===== src/rtl/rational_arithmetic_unit_defines.svh =====
// Assertion macros for the rational arithmetic unit.
`ifndef RATIONAL_ARITHMETIC_UNIT_DEFINES_SVH
`define RATIONAL_ARITHMETIC_UNIT_DEFINES_SVH

// Check that cons holds in the same cycle as ante.
`define RAU_ASSERT_NOW(lbl, clk, rstn, ante, cons) \
    lbl: assert property (@(posedge clk) disable iff (!rstn) (ante) |-> (cons)) \
        else $error("rational arithmetic unit assertion failed");

// Check that cons holds in the cycle after ante.
`define RAU_ASSERT_NEXT(lbl, clk, rstn, ante, cons) \
    lbl: assert property (@(posedge clk) disable iff (!rstn) (ante) |=> (cons)) \
        else $error("rational arithmetic unit assertion failed");

`endif


===== src/rtl/rau_pkg.sv =====
// Shared types and codes of the rational arithmetic unit.
package rau_pkg;

    typedef enum logic [2:0] {
        MODE_ADD = 3'd0,
        MODE_SUB = 3'd1,
        MODE_MUL = 3'd2,
        MODE_DIV = 3'd3,
        MODE_CMP = 3'd4
    } rau_mode_t;

    typedef enum logic [1:0] {
        ST_IDLE,
        ST_GCD,
        ST_DIV,
        ST_OUT
    } rau_state_t;

    typedef struct packed {
        logic reduce;
        logic is_less;
        logic is_equal;
        logic is_greater;
        logic invalid;
    } rau_tag_t;

    localparam int TAG_BITS = 5;

endpackage


===== src/rtl/rau_front.sv =====
// Front end: accepts items, forms cross products and classifies the result.
module rau_front #(
    parameter int FRAC_BITS = 16
) (
    input  logic                       aclk,
    input  logic                       aresetn,
    input  logic                       in_valid,
    output logic                       in_ready,
    input  logic [2:0]                 in_mode,
    input  logic [FRAC_BITS-1:0]       in_an,
    input  logic [FRAC_BITS-1:0]       in_ad,
    input  logic [FRAC_BITS-1:0]       in_bn,
    input  logic [FRAC_BITS-1:0]       in_bd,
    input  logic [FRAC_BITS-1:0]       in_sc,
    output logic                       push,
    input  logic                       push_ready,
    output rau_pkg::rau_tag_t          push_tag,
    output logic [2*FRAC_BITS:0]       push_num,
    output logic [2*FRAC_BITS-1:0]     push_den
);
    localparam int PW = 2 * FRAC_BITS;
    localparam int NW = PW + 1;

    logic                 valid_reg, valid_next;
    logic [2:0]           mode_reg;
    logic [FRAC_BITS-1:0] an_reg, ad_reg;
    logic                 dzero_reg;
    logic [PW-1:0]        p1_reg, p2_reg, p3_reg;
    logic                 accept;
    logic [FRAC_BITS-1:0] m1_b, m3_b;
    logic [NW-1:0]        num;
    logic [PW-1:0]        den;
    logic                 bad;
    rau_pkg::rau_tag_t    tag;

    assign in_ready = !valid_reg || push_ready;
    assign accept   = in_valid && in_ready;
    assign push     = valid_reg && push_ready;
    assign m1_b     = (in_mode == rau_pkg::MODE_MUL) ? in_sc : in_bd;
    assign m3_b     = (in_mode == rau_pkg::MODE_DIV) ? in_sc : in_bd;

    always_comb begin
        valid_next = valid_reg;
        if (accept) begin
            valid_next = 1'b1;
        end else if (push) begin
            valid_next = 1'b0;
        end
    end

    always_ff @(posedge aclk) begin
        if (!aresetn) begin
            valid_reg <= 1'b0;
        end else begin
            valid_reg <= valid_next;
        end
    end

    always_ff @(posedge aclk) begin
        if (accept) begin
            mode_reg  <= in_mode;
            an_reg    <= in_an;
            ad_reg    <= in_ad;
            dzero_reg <= (in_ad == '0) || (in_bd == '0);
            p1_reg    <= in_an * m1_b;
            p2_reg    <= in_bn * in_ad;
            p3_reg    <= in_ad * m3_b;
        end
    end

    always_comb begin
        num = '0;
        den = '0;
        bad = 1'b0;
        tag = '0;
        unique case (mode_reg)
            rau_pkg::MODE_ADD: begin
                num = NW'(p1_reg) + NW'(p2_reg);
                den = p3_reg;
            end
            rau_pkg::MODE_SUB: begin
                bad = p1_reg < p2_reg;
                num = NW'(p1_reg - p2_reg);
                den = p3_reg;
            end
            rau_pkg::MODE_MUL: begin
                num = NW'(p1_reg);
                den = PW'(ad_reg);
            end
            rau_pkg::MODE_DIV: begin
                num = NW'(an_reg);
                den = p3_reg;
            end
            rau_pkg::MODE_CMP: begin
                bad = dzero_reg;
            end
            default: begin
                bad = 1'b1;
            end
        endcase
        if (mode_reg == rau_pkg::MODE_CMP) begin
            tag.invalid    = bad;
            tag.is_less    = !bad && (p1_reg < p2_reg);
            tag.is_equal   = !bad && (p1_reg == p2_reg);
            tag.is_greater = !bad && (p1_reg > p2_reg);
        end else begin
            tag.invalid = bad || (den == '0);
            tag.reduce  = !tag.invalid;
        end
        if (!tag.reduce) begin
            num = '0;
            den = '0;
        end
    end

    assign push_tag = tag;
    assign push_num = num;
    assign push_den = den;
endmodule


===== src/rtl/rau_queue.sv =====
// Two-entry queue between the front and back ends.
module rau_queue #(
    parameter int WIDTH = 8
) (
    input  logic             aclk,
    input  logic             aresetn,
    input  logic             wr_valid,
    output logic             wr_ready,
    input  logic [WIDTH-1:0] wr_data,
    output logic             rd_valid,
    input  logic             rd_pop,
    output logic [WIDTH-1:0] rd_data
);
    logic [WIDTH-1:0] mem [2];
    logic             wptr_reg, wptr_next;
    logic             rptr_reg, rptr_next;
    logic [1:0]       count_reg, count_next;
    logic             wr, rd;

    assign wr_ready = count_reg != 2'd2;
    assign rd_valid = count_reg != 2'd0;
    assign wr       = wr_valid && wr_ready;
    assign rd       = rd_pop && rd_valid;
    assign rd_data  = mem[rptr_reg];

    always_comb begin
        wptr_next  = wr ? !wptr_reg : wptr_reg;
        rptr_next  = rd ? !rptr_reg : rptr_reg;
        count_next = count_reg + {1'b0, wr} - {1'b0, rd};
    end

    always_ff @(posedge aclk) begin
        if (!aresetn) begin
            wptr_reg  <= 1'b0;
            rptr_reg  <= 1'b0;
            count_reg <= 2'd0;
        end else begin
            wptr_reg  <= wptr_next;
            rptr_reg  <= rptr_next;
            count_reg <= count_next;
        end
    end

    always_ff @(posedge aclk) begin
        if (wr) begin
            mem[wptr_reg] <= wr_data;
        end
    end
endmodule


===== src/rtl/rau_back.sv =====
// Back end: binary gcd, reduction by restoring division and the result register.
module rau_back #(
    parameter int FRAC_BITS = 16
) (
    input  logic                   aclk,
    input  logic                   aresetn,
    input  logic                   q_valid,
    output logic                   q_pop,
    input  rau_pkg::rau_tag_t      q_tag,
    input  logic [2*FRAC_BITS:0]   q_num,
    input  logic [2*FRAC_BITS-1:0] q_den,
    output logic                   out_valid,
    input  logic                   out_ready,
    output logic [32:0]            out_beat,
    output logic [31:0]            out_sub,
    output rau_pkg::rau_tag_t      out_tag
);
    localparam int NW = 2 * FRAC_BITS + 1;
    localparam int CW = $clog2(NW + 1);

    rau_pkg::rau_state_t state_reg, state_next;
    logic [NW-1:0]       u_reg, v_reg, nq_reg, dq_reg, g_reg, rn_reg, rd_reg;
    logic [CW-1:0]       cnt_reg;
    rau_pkg::rau_tag_t   tag_reg;
    logic                gcd_done, div_done;
    logic                load, step_gcd, step_div;
    logic [NW:0]         tn, td;
    logic                gen, ged;

    assign gcd_done = (u_reg == '0) || (v_reg == '0);
    assign div_done = cnt_reg == CW'(NW - 1);
    assign tn  = {rn_reg, nq_reg[NW-1]};
    assign td  = {rd_reg, dq_reg[NW-1]};
    assign gen = tn >= {1'b0, g_reg};
    assign ged = td >= {1'b0, g_reg};

    always_comb begin
        state_next = state_reg;
        unique case (state_reg)
            rau_pkg::ST_IDLE: begin
                if (q_valid) begin
                    state_next = q_tag.reduce ? rau_pkg::ST_GCD : rau_pkg::ST_OUT;
                end
            end
            rau_pkg::ST_GCD: begin
                if (gcd_done) begin
                    state_next = rau_pkg::ST_DIV;
                end
            end
            rau_pkg::ST_DIV: begin
                if (div_done) begin
                    state_next = rau_pkg::ST_OUT;
                end
            end
            rau_pkg::ST_OUT: begin
                if (out_ready) begin
                    state_next = rau_pkg::ST_IDLE;
                end
            end
            default: state_next = rau_pkg::ST_IDLE;
        endcase
    end

    always_comb begin
        load      = 1'b0;
        step_gcd  = 1'b0;
        step_div  = 1'b0;
        out_valid = 1'b0;
        unique case (state_reg)
            rau_pkg::ST_IDLE: load      = q_valid;
            rau_pkg::ST_GCD:  step_gcd  = 1'b1;
            rau_pkg::ST_DIV:  step_div  = 1'b1;
            rau_pkg::ST_OUT:  out_valid = 1'b1;
            default: ;
        endcase
    end

    assign q_pop = load;

    always_ff @(posedge aclk) begin
        if (!aresetn) begin
            state_reg <= rau_pkg::ST_IDLE;
        end else begin
            state_reg <= state_next;
        end
    end

    always_ff @(posedge aclk) begin
        if (load) begin
            tag_reg <= q_tag;
            u_reg   <= NW'(q_den);
            v_reg   <= q_num;
            nq_reg  <= q_num;
            dq_reg  <= NW'(q_den);
            rn_reg  <= '0;
            rd_reg  <= '0;
            cnt_reg <= '0;
        end else if (step_gcd) begin
            if (gcd_done) begin
                g_reg <= u_reg | v_reg;
            end else if (!u_reg[0] && !v_reg[0]) begin
                u_reg  <= u_reg >> 1;
                v_reg  <= v_reg >> 1;
                nq_reg <= nq_reg >> 1;
                dq_reg <= dq_reg >> 1;
            end else if (!u_reg[0]) begin
                u_reg <= u_reg >> 1;
            end else if (!v_reg[0]) begin
                v_reg <= v_reg >> 1;
            end else if (u_reg >= v_reg) begin
                u_reg <= (u_reg - v_reg) >> 1;
            end else begin
                v_reg <= (v_reg - u_reg) >> 1;
            end
        end else if (step_div) begin
            rn_reg  <= NW'(gen ? tn - {1'b0, g_reg} : tn);
            rd_reg  <= NW'(ged ? td - {1'b0, g_reg} : td);
            nq_reg  <= {nq_reg[NW-2:0], gen};
            dq_reg  <= {dq_reg[NW-2:0], ged};
            cnt_reg <= cnt_reg + CW'(1);
        end
    end

    assign out_tag  = tag_reg;
    assign out_beat = tag_reg.reduce ? 33'(nq_reg) : '0;
    assign out_sub  = tag_reg.reduce ? 32'(dq_reg) : '0;
endmodule


===== src/rtl/rational_arithmetic_unit.sv =====
// Top level of the rational arithmetic unit.
// Channel | Dir | tdata                                         | tuser
// s_      | in  | a_beat, a_sub, b_beat, b_sub, scalar (16 ea.) | mode [2:0]
// m_      | out | result_beat [32:0], result_sub [64:33]        | less, equal, greater, invalid
// Front end: a registered multiply stage, then classification into a two-entry queue.
// Back end: binary gcd, then restoring division of both terms by the gcd;
// compare and invalid items skip both.
// Reset clears the stage valid, queue count and back-end state.
// A stalled result holds the back end; the queue lets the front keep accepting until it fills.
`include "rational_arithmetic_unit_defines.svh"
module rational_arithmetic_unit #(
    parameter int FRAC_BITS = 16
) (
    input  logic        aclk,
    input  logic        aresetn,
    input  logic        s_tvalid,
    output logic        s_tready,
    input  logic [79:0] s_tdata,   // a_beat, a_sub, b_beat, b_sub, scalar
    input  logic [2:0]  s_tuser,   // mode
    output logic        m_tvalid,
    input  logic        m_tready,
    output logic [71:0] m_tdata,   // result_beat, result_sub, zero pad
    output logic [3:0]  m_tuser    // is_less, is_equal, is_greater, invalid
);
    localparam int PW = 2 * FRAC_BITS;
    localparam int NW = PW + 1;
    localparam int QW = rau_pkg::TAG_BITS + NW + PW;

    logic              push, push_ready;
    rau_pkg::rau_tag_t push_tag, q_tag, out_tag;
    logic [NW-1:0]     push_num;
    logic [PW-1:0]     push_den;
    logic [QW-1:0]     q_data;
    logic              q_valid, q_pop;
    logic [32:0]       out_beat;
    logic [31:0]       out_sub;

    rau_front #(.FRAC_BITS(FRAC_BITS)) u_front (
        .aclk       (aclk),
        .aresetn    (aresetn),
        .in_valid   (s_tvalid),
        .in_ready   (s_tready),
        .in_mode    (s_tuser),
        .in_an      (FRAC_BITS'(s_tdata[15:0])),
        .in_ad      (FRAC_BITS'(s_tdata[31:16])),
        .in_bn      (FRAC_BITS'(s_tdata[47:32])),
        .in_bd      (FRAC_BITS'(s_tdata[63:48])),
        .in_sc      (FRAC_BITS'(s_tdata[79:64])),
        .push       (push),
        .push_ready (push_ready),
        .push_tag   (push_tag),
        .push_num   (push_num),
        .push_den   (push_den)
    );

    rau_queue #(.WIDTH(QW)) u_queue (
        .aclk     (aclk),
        .aresetn  (aresetn),
        .wr_valid (push),
        .wr_ready (push_ready),
        .wr_data  ({push_tag, push_num, push_den}),
        .rd_valid (q_valid),
        .rd_pop   (q_pop),
        .rd_data  (q_data)
    );

    assign q_tag = q_data[QW-1 -: rau_pkg::TAG_BITS];

    rau_back #(.FRAC_BITS(FRAC_BITS)) u_back (
        .aclk      (aclk),
        .aresetn   (aresetn),
        .q_valid   (q_valid),
        .q_pop     (q_pop),
        .q_tag     (q_tag),
        .q_num     (q_data[PW +: NW]),
        .q_den     (q_data[PW-1:0]),
        .out_valid (m_tvalid),
        .out_ready (m_tready),
        .out_beat  (out_beat),
        .out_sub   (out_sub),
        .out_tag   (out_tag)
    );

    assign m_tdata = {7'd0, out_sub, out_beat};
    assign m_tuser = {out_tag.invalid, out_tag.is_greater, out_tag.is_equal, out_tag.is_less};

    `RAU_ASSERT_NOW(a_flags_onehot, aclk, aresetn, m_tvalid, $onehot0(m_tuser))
    `RAU_ASSERT_NOW(a_flag_zero_data, aclk, aresetn, m_tvalid && (m_tuser != 4'd0), m_tdata == 72'd0)
    `RAU_ASSERT_NOW(a_reduced_den, aclk, aresetn, m_tvalid && (m_tuser == 4'd0), m_tdata[64:33] != 32'd0)
    `RAU_ASSERT_NEXT(a_no_pop_while_out, aclk, aresetn, m_tvalid && !m_tready, !$past(q_pop))
endmodule


===== config.mk =====
export PLATFORM = sky130hd
export DESIGN_NAME = rational_arithmetic_unit
export DESIGN_NICKNAME = d
export VERILOG_FILES = /design/src/rtl/rau_pkg.sv /design/src/rtl/rau_front.sv /design/src/rtl/rau_queue.sv /design/src/rtl/rau_back.sv /design/src/rtl/rational_arithmetic_unit.sv
export VERILOG_INCLUDE_DIRS = /design/src /design/src/rtl
export SDC_FILE = /design/constraint.sdc
export NUM_CORES = 2
export LEC_CHECK = 0
export ABC_AREA = 1
export BUFFER_PORTS_ARGS = -buffer_cell sky130_fd_sc_hd__buf_2
export CAP_MARGIN = 0
export CORE_ASPECT_RATIO = 1.4
export CORE_UTILIZATION = 55
export DETAILED_ROUTE_END_ITERATION = 6
export PLACE_DENSITY = 0.72
export RECOVER_POWER = 100
export SYNTH_ARGS = -nofsm -noshare
export SYNTH_HDL_FRONTEND = slang
export SYNTH_SLANG_ARGS = --single-unit

===== constraint.sdc =====
create_clock -name aclk -period 12.9 [get_ports aclk]
set_input_delay 2.58 -clock aclk [delete_from_list [all_inputs] [get_ports aclk]]
set_output_delay 2.58 -clock aclk [all_outputs]
set_load 0.05 [all_outputs]

======== Word-level counts from Yosys, hierarchy flattened ========
Memory sizes are Yosys's and may differ from the RTL's. A register that Yosys moved wholly into a read port is not among the register bits.
Cells that the tools add are included.
W data, S select, Z words.
word-level totals
  register bits ........................... 381
  latch bits .............................. 0
  memory bits (writable) .................. 140
  bits in read-only memories .............. 0
  input port bits ......................... 87
  output and inout port bits .............. 78
  memories kept ........................... 1
cells by class
  $add $sub $neg .......................... 9
  multiply operators ...................... 3
  div/mod/pow operators ................... 0
  magnitude comparators ................... 5
  eq/ne operators ......................... 26
  shift-type cells ........................ 0
  muxes and demuxes ....................... 54
  bitwise gates (word level) .............. 4
  reductions and logical operators ........ 44
memories
  name         depth  bits a word  read ports  clocked after Yosys merged registers in  wr ports  line             RTL
  u_queue.mem  2      70           1           1                                        1         rau_queue.sv:14  logic [WIDTH-1:0] mem [2];
operator list
  operator              number
  $mux W33              24
  $mux W32              6
  $pmux W33 S4          1
  $sub A33 B33 Y33      4
  $mul A16 B16 Y32      3
  $ge A34 B33 Y1        2
  $logic_not A33 Y1     2
  $pmux W32 S2          1
  $add A32 B32 Y33      1
  $ge A33 B33 Y1        1
  $or A33 B33 Y33       1
  $sub A32 B32 Y33      1
  $eq A32 B32 Y1        1
  $gt A32 B32 Y1        1
  $logic_not A16 Y1     2
  $logic_not A32 Y1     1
  $lt A32 B32 Y1        1
  $mux W16              2
  $reduce_and A4 Y1     4
  $eq A3 B2 Y1 const B  4
  $mux W1               12
  $ne A3 B3 Y1 const B  4
  $ne A4 B4 Y1 const B  3
  $reduce_and A3 Y1     4
  other kinds (24)      59

======== Depth between registers and ports, before layout ========
  depth after elaboration ................. 8
  depth in mapped cells ................... 32
  gate-level depth less buffers ........... 30

======== Hierarchy ========
A second synthesis with hierarchy kept.
second synthesis, totals
  cells, all modules ...................... 8587
  area total of the unflattened synthesis .. 64436.8 um2
modules (own cells, without submodules)
  module                    times used  cells an instance  area each (um2)
  rau_front                 1           4965               36566.3
  rau_back                  1           3360               22172.5
  rau_queue                 1           254                5641.7
  rational_arithmetic_unit  1           8                  56.3

======== Least setup slack after synthesis ========
No wires, ideal clock.
  path kind ............................... input-to-reg
  start point ............................. in s_tuser[1]
  end point ............................... reg u_front.p3_reg[26], data pin
  library setup time ...................... 259 ps
  arrival ................................. 8163 ps
  required time ........................... 12641 ps
  slack ................................... 4478 ps
  cell stages on the path ................. 28
  cells stage by stage .................... inv_1 > nor2_1 > nand2_1 > clkbuf_1 > o21ai_0 > inv_1 > clkbuf_1 > nand2_1 > fa_1 > fa_1 > inv_1 > fa_1 > inv_1 > fa_1 > inv_1 > fa_1 > inv_1 > fa_1 > inv_1 > ha_1 > a21oi_1 > o21ai_0 > a21oi_1 > inv_1 > a21oi_1 > o21ai_0 > nand2_1 > nand2_1
between the ends
  cells in the longest elaborated chain, start to end .. 3
RTL lines
  item                    line                            RTL
  start: declaration      rational_arithmetic_unit.sv:19  input logic [2:0] s_tuser,
  $eq A3 B2 Y1            rau_front.sv:40                 assign m3_b = (in_mode == rau_pkg::MODE_DIV) ? in_sc : in_bd;
  $mux W16                rau_front.sv:40
  $mul A16 B16 Y32        rau_front.sv:67                 p3_reg <= in_ad * m3_b;
  end signal: assignment  rau_front.sv:67
  end: declaration        rau_front.sv:28                 logic [PW-1:0] p1_reg, p2_reg, p3_reg;
No other way between the ends.
A chain may end at the register's enable or synchronous reset.

======== Worst setup path in the final report ========
  start point ............................. in s_tdata[19]
  end point ............................... reg u_front.p3_reg[25], data pin
between the ends
  cells in the longest elaborated chain, start to end .. 1
RTL lines
  item                line                            RTL
  start: declaration  rational_arithmetic_unit.sv:18  input logic [79:0] s_tdata,
  $mul A16 B16 Y32    rau_front.sv:67
No other way between the ends.

==> out/results.txt <==
status = finished, violations left
failing checks = DRC, capacitance limit, slew limit
Final ANT Viol Nets = 0
CTS tree = done
die height = 401.4 um
post-synthesis sequential area ratio = 23.67%
die footprint = 0.1153 mm2
final slew viol count = 1,442
gr usage total = 39.94%
# H-tree levels = 2
CP Cell Sequence = buf_2, clkbuf_1, clkinv_1, nor2_1, fa_1, fa_1, ha_1, inv_1, fa_1, fa_1, inv_1, fa_1, ha_1, a21oi_1, a21boi_0, inv_1, a21oi_1, o21ai_0, nand2_1, nand2_1, xor2_1
multi-input logic area = 0.04021 mm2
pre-CTS setup slack = 3.047 ns
Max-Cap Viols = 35
hold path startpoint = u_queue.rptr_reg
met3 wire len = 13,770 um
cell family with most CP delay = adder cells
HP Class = reg -> reg
FF+latch count, synth = 521
fin nets = 9,547
post-CTS sizing = 0
setup tns final = 0 ns
CTS Buffer Depth = 3
initial core utilization = 55.43%
CP Buf/Inv Count = 6
Critical Path Max Stage Delay = 1.38 ns
clk sinks = 521
WP data arrival = 9.87 ns
Via Count = 55,937
Hold Buf Count CTS = 0
gpl congestion = 1.076
Worst Setup SP = s_tdata[19]
Cell variety after synth = 56
initial antenna violation count = 8
first-pass GRT wire length = 342,800 um
DRT iter0 DRCs = 4,385
met1 WL = 75,550 um
routed wl met2 = 113,400 um
Reg area = 0.01483 mm2
Hold Vio Cnt, Final = 0
asr flop ratio synth = 0%
crit path kind = in -> reg
DRC Markers = 3
drt total wl = 229,000 um
EDFF count, synth = 440
# port buffers = 157
later-pin clock latency in the skew report = 0.66 ns
post-synthesis adder-cell area fraction = 29.74%
warnings from Yosys = 0
Top FF cell, synth = edfxtp_1
detailed placer's ending HPWL = 185,400 um
Final min period = 9.482 ns
post-synthesis simple-gate area fraction = 23.21%
Top Metal Used = met5
Critical Path Sink Type = flip-flop
Final setup viols = 0
die span in x = 287.3 um
largest family of logic cells by synthesized area = adder cells
synthesized area = 0.06268 mm2
FILL cells = 10,797
Max Clock Skew = 0.04342 ns
Biggest register = u_queue.mem
number of global-route vias before repair = 57,558
compound-gate portion of the synthesized area = 7.837%
commonest cells after routing, fill and taps aside = nand2_1, inv_1, nor2_1, fa_1, ha_1
CP most frequent cell = fa_1
Core Area = 0.1131 mm2
Pre-antenna DRT Iters = 7
Peak Freq = 105.5 MHz
drt wl/cell = 23.23 um
Largest register FFs = 140
cell with the largest stage delay on the worst path = clkbuf_1
Clk pin slew, worst setup/hold paths = 0.06 ns
crit path max fanout = 26
Final WS setup = 3.418 ns
CP required = 13.29 ns
RSZ-0062 raised after global routing = false
Worst Tran Pin Value = 4.047 ns
commonest non-fill, non-tap cell in the layout = nand2_1
Mapped Avg Cell Area = 7.530 um2
root buffer cell = clkbuf_16
layout overhead on the synthesized area = 5.899%
largest net degree at the start of global routing = 78
setup bufs post-CTS = 0
Synth Area in XOR/XNOR = 2.026%
share of post-route cells with drive strength above 1 = 3.393%
Top-Level Pins = 165
CP Launch Type = input pin
Period Utilization, post-route = 73.51%
multiplexer share of the synthesized area = 1.258%
Synth Instances = 8,324
relative slew slack = -169.8%
global route total overflow = 0
Vias/cell = 5.675
R2R Path Start = u_back.state_reg[0]
FP Rows = 146
TritonCTS buffer count = 56
[synth_stat cells, types with 16 or more instances]
master / n / area (um2)
dfxtp_1: 81 / 1622
a21o_1: 16 / 120.1
inv_1: 1701 / 6385
o21ai_0: 241 / 1206
nand3b_1: 66 / 495.5
buf_1: 21 / 78.83
o21bai_1: 26 / 195.2
nor2_1: 825 / 3097
clkinv_1: 16 / 60.06
nor3_1: 78 / 390.4
buf_2: 31 / 155.2
nand4_1: 84 / 525.5
nand2_1: 2080 / 7807
mux2_2: 70 / 788.3
ha_1: 549 / 6869
nand3_1: 401 / 2007
o31ai_1: 64 / 480.5
xor2_1: 85 / 744.5
a21oi_1: 407 / 2037
fa_1: 588 / 11770
edfxtp_1: 440 / 13210
clkbuf_1: 207 / 777.0
xnor2_1: 60 / 525.5
o211ai_1: 24 / 180.2
o21ai_1: 24 / 120.1
[worst reg2reg max path: stages, from the launching register on]
cell      delay (ns)
dfxtp_1         0.36
inv_1           0.14
ha_1            0.19
inv_1           0.05
a21oi_1         0.20
clkbuf_1        2.39
clkbuf_1        2.34
nand2_1         1.15
o211ai_1        0.36
[area by class of cell]
type | count | area share, %
tap | 1480 | 2.790
inverter | 1726 | 9.764
multi-input combinational | 5801 | 60.59
clock inverter | 39 | 0.7559
sequential | 521 | 22.35
clock buffer | 67 | 2.205
timing repair buffer | 217 | 1.529
antenna | 6 | 0.02262
[metrics by stage]
step           utilization, %  std cells  hold slack (ns)  area, um2
6_report                58.70       9857           0.4700      66380
4_1_cts                 58.94       9851           0.4637      66640
3_3_place_gp            57.20       9745           0.4313      64680
5_1_grt                 58.69       9853           0.4991      66370
3_5_place_dp            57.20       9745           0.4427      64680
2_1_floorplan               -       8330           0.4255      62700
[path summary, 6_finish.rpt]
path                        endpoint  slack [ns]  cells past startpoint
setup / recovery  u_front.p3_reg[25]        3.42                     21
setup reg to reg     u_back.v_reg[1]        5.53                      8
hold / removal             flip-flop        0.47                      1
hold reg to reg            flip-flop        0.47                      1
[cell families after synthesis]
group / count (synthesis)
and+or+nand+nor: 3568
buffers and inverters: 2008
adders and majority gates: 1137
AOI/OAI and AO/OA: 874
DFF: 521
xor gates and xnor gates: 145
muxes: 70
other: 1
[routing by layer]
| layer | vias up | GRT usage (%) |
|---|---|---|
| met3 | 884 | 5.420 |
| met2 | 2505 | 69.98 |
| li1 | 25945 | - |
| met5 | - | 0 |
| met4 | 4 | 36.83 |
| met1 | 26599 | 40.86 |
Power is not shown: default switching activity piles up to over one toggle a cycle in this logic, so the estimate is an artifact.
